**config.mk**
```make
export PLATFORM = sky130hd
export DESIGN_NAME = clt_ctrl
export DESIGN_NICKNAME = d
export VERILOG_FILES = /design/src/rtl/clt_pkg.sv /design/src/rtl/clt_ctrl.sv
export SDC_FILE = /design/constraint.sdc
export NUM_CORES = 1
export LEC_CHECK = 0
export BUFFER_PORTS_ARGS = -buffer_cell sky130_fd_sc_hd__buf_2
export CAP_MARGIN = 20
export CORE_MARGIN = 3
export CORE_UTILIZATION = 24
export CTS_CLUSTER_DIAMETER = 150
export DETAILED_ROUTE_END_ITERATION = 8
export PLACE_DENSITY = 0.55
export SYNTH_ARGS = -nofsm -noshare
export SYNTH_HDL_FRONTEND = slang
export SYNTH_SLANG_ARGS = --single-unit
```
**constraint.sdc**
```tcl
create_clock -name clk -period 5.1 [get_ports clk]
set_input_delay 0.255 -clock clk [delete_from_list [all_inputs] [get_ports clk]]
set_output_delay 0.255 -clock clk [all_outputs]
set_load 0.02 [all_outputs]
```
**src/rtl/clt_pkg.sv**
```systemverilog
`timescale 1ns / 1ps
// shared constants, codes and controller/datapath interface structs
// for the closed tour length block; no dependencies
package clt_pkg;

  localparam int MAX_TOWNS_DEFAULT = 256;

  localparam int IDX_W      = 8;
  localparam int COORD_W    = 16;
  localparam int SUM_W      = 33;
  // dx*dx + dy*dy of 17-bit differences
  localparam int SQ_W       = 2 * COORD_W + 1;
  // scale by 2^16 before the root gives 8 fractional bits
  localparam int FRAC_SHIFT = 16;
  // radicand padded by one bit so it splits into whole bit pairs
  localparam int RAD_W      = SQ_W + FRAC_SHIFT + 1;
  localparam int ROOT_W     = RAD_W / 2;
  localparam int REM_W      = ROOT_W + 2;
  localparam int SQRT_STEPS = ROOT_W;

  localparam logic KIND_LOAD  = 1'b0;
  localparam logic KIND_ORDER = 1'b1;

  typedef enum logic [1:0] {
    SEL_PREV,
    SEL_CUR,
    SEL_FIRST
  } rd_sel_t;

  typedef struct packed {
    logic    ram_wr;
    logic    start_tour;
    logic    take_item;
    logic    rd_en;
    rd_sel_t rd_sel;
    logic    latch_a;
    logic    diff;
    logic    square_x;
    logic    square_y;
    logic    sqrt_start;
    logic    accumulate;
    logic    advance_prev;
    logic    emit;
  } cmd_t;

  typedef struct packed {
    logic sqrt_busy;
    logic out_busy;
  } status_t;

endpackage

```
**src/rtl/clt_ctrl.sv**
```systemverilog
`timescale 1ns / 1ps
// controller: sequences loads, tour legs and the closing leg
// depends on clt_pkg
module clt_ctrl (
  input  logic             clk,
  input  logic             rst,
  input  logic             in_valid,
  output logic             in_ready,
  input  logic             kind,
  input  logic             last,
  input  clt_pkg::status_t status,
  output clt_pkg::cmd_t    cmd
);

  import clt_pkg::*;

  typedef enum logic [3:0] {
    ST_IDLE,
    ST_RD_A,
    ST_RD_B,
    ST_DIFF,
    ST_SQ_X,
    ST_SQ_Y,
    ST_ROOT_START,
    ST_ROOT_WAIT,
    ST_ACC,
    ST_RESULT
  } state_t;

  state_t state;
  logic   started;
  logic   closing;
  logic   item_last;
  logic   accept;

  assign in_ready = (state == ST_IDLE);
  assign accept   = in_valid && in_ready;

  always_comb begin
    cmd = '0;
    case (state)
      ST_IDLE: begin
        if (accept && kind == KIND_LOAD) begin
          cmd.ram_wr = 1'b1;
        end
        if (accept && kind == KIND_ORDER) begin
          cmd.start_tour = !started;
          cmd.take_item  = started;
        end
      end
      ST_RD_A: begin
        cmd.rd_en  = 1'b1;
        cmd.rd_sel = SEL_PREV;
      end
      ST_RD_B: begin
        cmd.rd_en   = 1'b1;
        cmd.rd_sel  = closing ? SEL_FIRST : SEL_CUR;
        cmd.latch_a = 1'b1;
      end
      ST_DIFF:       cmd.diff       = 1'b1;
      ST_SQ_X:       cmd.square_x   = 1'b1;
      ST_SQ_Y:       cmd.square_y   = 1'b1;
      ST_ROOT_START: cmd.sqrt_start = 1'b1;
      ST_ROOT_WAIT:  cmd            = '0;
      ST_ACC: begin
        cmd.accumulate   = 1'b1;
        cmd.advance_prev = !closing;
      end
      ST_RESULT:     cmd.emit       = !status.out_busy;
      default:       cmd            = '0;
    endcase
  end

  always_ff @(posedge clk) begin
    if (rst) begin
      state     <= ST_IDLE;
      started   <= 1'b0;
      closing   <= 1'b0;
      item_last <= 1'b0;
    end else begin
      case (state)
        ST_IDLE: begin
          if (accept && kind == KIND_ORDER) begin
            item_last <= last;
            closing   <= 1'b0;
            if (started) begin
              state <= ST_RD_A;
            end else if (last) begin
              // a one-town tour has length zero
              state <= ST_RESULT;
            end else begin
              started <= 1'b1;
            end
          end
        end
        ST_RD_A:       state <= ST_RD_B;
        ST_RD_B:       state <= ST_DIFF;
        ST_DIFF:       state <= ST_SQ_X;
        ST_SQ_X:       state <= ST_SQ_Y;
        ST_SQ_Y:       state <= ST_ROOT_START;
        ST_ROOT_START: state <= ST_ROOT_WAIT;
        ST_ROOT_WAIT: begin
          if (!status.sqrt_busy) begin
            state <= ST_ACC;
          end
        end
        ST_ACC: begin
          if (closing) begin
            state <= ST_RESULT;
          end else if (item_last) begin
            // leg back to the first town
            closing <= 1'b1;
            state   <= ST_RD_A;
          end else begin
            state <= ST_IDLE;
          end
        end
        ST_RESULT: begin
          if (!status.out_busy) begin
            started <= 1'b0;
            state   <= ST_IDLE;
          end
        end
        default: state <= ST_IDLE;
      endcase
    end
  end

endmodule

```
==> results of run 1 <==
[synthesized netlist by cell type]
cell	number
or4_1	1
nor2b_1	1
a211oi_2	1
o31ai_1	1
nand4b_1	1
nor3b_1	1
nor2_1	6
o21ai_0	2
or4bb_1	1
clkbuf_1	4
and4_1	1
a21boi_0	1
a21oi_1	5
or2_2	1
or3_1	2
and4b_1	1
nand2_1	4
and2_1	1
dfxtp_1	7
xor2_1	1
o211a_1	1
nand2b_1	4
o211ai_1	1
nor4_1	2
nand4_1	1
nand3_1	1
clkbuf_2	1
o311a_1	1
inv_1	3
nor3_1	5
a2111oi_0	1
nor4b_1	1
[sequential cells by signal, indices dropped and copies added (netlist names)]
signal and flops:
state 4, started 1, closing 1, item_last 1
[metrics by stage]
| step | utilization [%] | cells | hold WS [ps] |
|---|---|---|---|
| 2_1_floorplan | - | 65 | 320 |
| 3_3_place_gp | 33.0 | 106 | 469 |
| 3_5_place_dp | 33.0 | 106 | 470 |
| 4_1_cts | 34.4 | 110 | 242 |
| 5_1_grt | 34.4 | 110 | 248 |
| 6_report | 34.4 | 110 | 256 |
[where the power goes]
| group | internal [mW] | total [mW] | leakage, nW | switching (mW) |
|---|---|---|---|---|
| logic | 0.0653 | 0.165 | 0.216 | 0.100 |
| registers | 0.0677 | 0.104 | 0.0571 | 0.0367 |
| clock network | 0.0299 | 0.0503 | 0.0150 | 0.0204 |
| total | 0.163 | 0.320 | 0.288 | 0.157 |
[critical path, delay by kind of cell (launching register included)]
kind,cells,cell delay (ps)
DFF,1,450
and+or+nand+nor,2,910
buffers and inverters,1,190
[per-layer routing]
layer  vias to the layer above  wire [um]  GRT usage (%)
met1                       232        577           12.3
li1                        284          -              -
met3                         2         47           3.21
met2                         7        548           13.9
met5                         -          0              0
met4                         0         13           6.73
[cell type report]
type	count	area, um^2
inverter	3	11.3
fill	212	1190
multi-input combinational	50	313
tap	25	31.3
sequential	7	140
timing repair buffer	21	105
clock buffer	4	26.3
[logic make-up after synthesis]
family                    share of synthesized area (%)
AOI/OAI and AO/OA                                  20.4
xor gates and xnor gates                           1.81
buffers and inverters                              6.46
DFF                                                28.9
and+or+nand+nor                                    42.4
[cell usage in the layout, fill, tap and decap left out, types with 3 or more instances in the layout]
master    count
a21oi_1       5
buf_2        21
clkbuf_4      3
dfxtp_1       7
inv_1         3
nand2_1       4
nand2b_1      4
nor2_1        6
nor3_1        5
[path summary, 6_finish.rpt]
kind | start | endpoint | slack, ps
worst max-delay path | state[0]$_SDFFE_PP0P_ | cmd[13] | 3040
worst min-delay path | rst | started$_SDFFE_PP0P_ | 260
worst max register to register | state[0]$_SDFFE_PP0P_ | started$_SDFFE_PP0P_ | 3280
worst min register to register | item_last$_SDFFE_PP0P_ | closing$_SDFFE_PP0P_ | 480
==> metrics.txt, run 1 <==
status=completed; DR vias/cell=4.77; Pins Over Slew Limit=0; Gate Count Post-Synth=65; n_diodes=0; Setup WS pre-CTS=3320 ps; clk slew on worst S/H paths=50 ps; first-pass GRT wire length=1900 um; power per cell area=511 nW/um^2; largest net degree at the start of global routing=16; CP max stage delay=690 ps; critical path's slowest cell=or4_1; core area=1820 um^2; DR vias=525; num ports=22; sequential area share after synthesis=28.9%; Critical Path RT=4850 ps; LEAKAGE=0.288 nW; synth top area cells=dfxtp_1 (29%), a21oi_1 (5.2%), nand2b_1 (5.2%), nor3_1 (5.2%), nor2_1 (4.7%); Die Width=50.9 um; initial core utilization=26.6%; post-synth top area cell=dfxtp_1; post-route setup slack=3040 ps; Worst-Skew Late Latency=250 ps; ratio of cells with drive above 1 in the final layout=30.6%; Crit Path Max Fanout=15; Fmax=486 MHz; Synth Area per Inst=7.45 um^2; DP Area=601 um^2; vias in the first global route=431; number of hold buffers added after CTS=0; die area=2590 um^2; Finished Cell Area=627 um^2; maximum clock path buffer count=2; slew of the pin with the lowest slew margin=478 ps; row count=15; NumNets Final=93; Area Overhead vs Synth=29.5%; post-cts sizing count=0; initial antenna violation count=0; Max Cap Viol=0; mapped cell area=484 um^2; initial DRC count=11; # setup viols final=0; Post-DRT Antenna Nets=0; Fin. Hold Viols=0; RSZ-0062 raised after global routing=false; VDD IR max=0.000177 V; Unique masters post-synth=32; Placer Congestion=0.761; Setup crit end kind=output port; critical path, cell by cell=or4_1, nor3b_1, buf_2; warnings from Yosys=0; syn_nets=72; WHS Path Cells=2; clock skew=3.83 ps; CTS buffer count=3; post-route DRC violation count=0; Setup TNS Final=0 ps; Crit Path Category=reg -> out; Tcrit/Tclk final=40.4%; Worst Path Arrival=1800 ps; number of port buffers=21; Chip Height=50.9 um; Pre-antenna DRT Iters=4; htree depth=1; CTS tree=built; Synth Register Bits=7; global-route usage over all layers=9.80%; Routed WL=1190 um; worst relative slew slack=68.1%; wire per inst=10.8 um; total power=320 uW; Tightest Hold Check Type=in -> reg; Root Driver=clkbuf_4; R2R depth=3; Congestion Overflow GR=0; share of the synthesized area in the top cell type=28.9%; crit path time final=2060 ps; CP Launch Type=flip-flop; hpwl dp=878 um; clock sink count=7; post-CTS setup buffer count=0
No activity file was read; power rests on OpenSTA's default activity.
==> run 2: changes to the inputs <==
--- a/config.mk
+++ b/config.mk
@@ -11,7 +11,7 @@
 export CORE_UTILIZATION = 24
 export CTS_CLUSTER_DIAMETER = 150
 export DETAILED_ROUTE_END_ITERATION = 8
-export PLACE_DENSITY = 0.55
+export PLACE_DENSITY = 0.56
 export SYNTH_ARGS = -nofsm -noshare
 export SYNTH_HDL_FRONTEND = slang
 export SYNTH_SLANG_ARGS = --single-unit
==> constraint.sdc (replaced) <==
create_clock -name clk -period 1.7 [get_ports clk]
set_input_delay 0.085 -clock clk [delete_from_list [all_inputs] [get_ports clk]]
set_output_delay 0.085 -clock clk [all_outputs]
set_load 0.02 [all_outputs]
==> metrics.txt, run 2 (synthesis gave the netlist of run 1 again) <==
status=completed; Crit Path Max Fanout=6; Critical Path RT=1620 ps; Worst Path Arrival=1580 ps; Setup WS pre-CTS=204 ps; DR vias=570; vias in the first global route=546; Placer Congestion=0.871; Tightest Hold Check Type=in -> reg; Die Width=50.9 um; initial DRC count=8; clock skew=5.80 ps; Fin. Hold Viols=0; LEAKAGE=0.319 nW; initial antenna violation count=0; hold path start=rst; global-route usage over all layers=12.1%; hpwl dp=1050 um; core area=1820 um^2; n_diodes=0; Pre-antenna DRT Iters=4; Fmax=599 MHz; clk slew on worst S/H paths=50 ps; CTS buffer count=3; power per cell area=1600 nW/um^2; Area Overhead vs Synth=41.1%; leading cell type in the layout, fill and taps excluded=buf_2; Setup crit end kind=output port; final non-filler cell total=115; num ports=22; VDD IR max=0.000630 V; reg2reg end=started$_SDFFE_PP0P_; # setup viols final=0; htree depth=1; hold endpoint=started$_SDFFE_PP0P_; largest reg by FF count=state; Root Driver=clkbuf_4; CTS tree=built; reg2reg start=state[0]$_SDFFE_PP0P_; Max Cap Viol=0; CP max stage delay=530 ps; row count=15; Filler cells=203; post-route DRC violation count=0; WHS Path Cells=2; wire per inst=11.8 um; maximum clock path buffer count=2; RSZ-0062 raised after global routing=true; worst relative slew slack=75.4%; Routed WL=1360 um; number of port buffers=21; crit path time final=1670 ps; DP Area=644 um^2; DR vias/cell=4.96; Worst-Skew Late Latency=260 ps; die area=2590 um^2; largest net degree at the start of global routing=15; most frequent cells in the layout=buf_2 (21), dfxtp_1 (7), nor2_1 (6), nor3_1 (5), a21oi_1 (5); post-route setup slack=30.4 ps; Top delay family on crit path=simple AND/OR/NAND/NOR gates; Placed Cells=111; ratio of cells with drive above 1 in the final layout=37.8%; initial core utilization=26.6%; R2R depth=3; CP Launch Type=flip-flop; critical path, cell by cell=or4_4, buf_6, nor3_1, buf_2; Chip Height=50.9 um; Post-DRT Antenna Nets=0; Largest register FFs=4; Finished Cell Area=683 um^2; NumNets Final=98; register-to-register setup slack=210 ps; first-pass GRT wire length=2330 um; Tcrit/Tclk final=98.2%; Bufs and invs on worst path=2; Congestion Overflow GR=0; critical path's slowest cell=or4_4; Crit Path Category=reg -> out; slew of the pin with the lowest slew margin=359 ps; clock sink count=7; Pins Over Slew Limit=0; number of hold buffers added after CTS=0
run 2: worst max-delay path by stage:
stage / to / cells after the start / startpoint
6_report: cmd[12] / 4 / state[0]$_SDFFE_PP0P_
5_1_grt: cmd[12] / 4 / state[0]$_SDFFE_PP0P_
4_1_cts: cmd[11] / 4 / state[0]$_SDFFE_PP0P_
3_5_place_dp: started$_SDFFE_PP0P_ / 3 / state[0]$_SDFFE_PP0P_
3_3_place_gp: started$_SDFFE_PP0P_ / 3 / state[0]$_SDFFE_PP0P_
2_1_floorplan: cmd[1] / 3 / state[3]$_SDFFE_PP0P_
run 2: layout make-up:
cell class	instances	area, um^2	share of cell area, %
multi-input cells	50	328	48.0
repair buffers	26	146	21.4
inverters	3	11.3	1.65
clock buffers	4	26.3	3.85
flip-flops and latches	7	140	20.5
well taps	25	31.3	4.58
run 2: metrics by stage:
stage	utilization, %	total power [mW]	hold WS, ps	setup TNS, ps
detailed placement	35.4	0.906	352	0
floorplan	-	0.690	150	0
global route	37.5	1.19	85.8	-69.9
finish	37.5	1.10	80.7	0
CTS	37.3	1.10	75.1	0
global placement	35.4	0.899	346	0
run 2: worst register-to-register path, cell delays in order, from the launching register on:
cell	delay, ps
dfxtp_1	310
or4_4	530
or3_1	380
a211oi_2	210
run 2: layer usage:
metal	global-route usage (%)	part of all wire, %	vias up
li1	-	-	289
met1	13.7	43	265
met2	19.3	50	11
met3	4.37	4.5	5
met4	6.73	2.7	0
met5	0	0	-
run 2: report_power, final:
group | internal (mW) | total (mW) | switching (mW)
combinational | 0.297 | 0.716 | 0.419
sequential | 0.203 | 0.226 | 0.0230
clock | 0.0897 | 0.154 | 0.0640
run 2: timing repair:
item | CTS | global route
setup buffers | 0 | 0
gates resized for setup | 2 | 1
setup endpoints to repair | 2 | 3
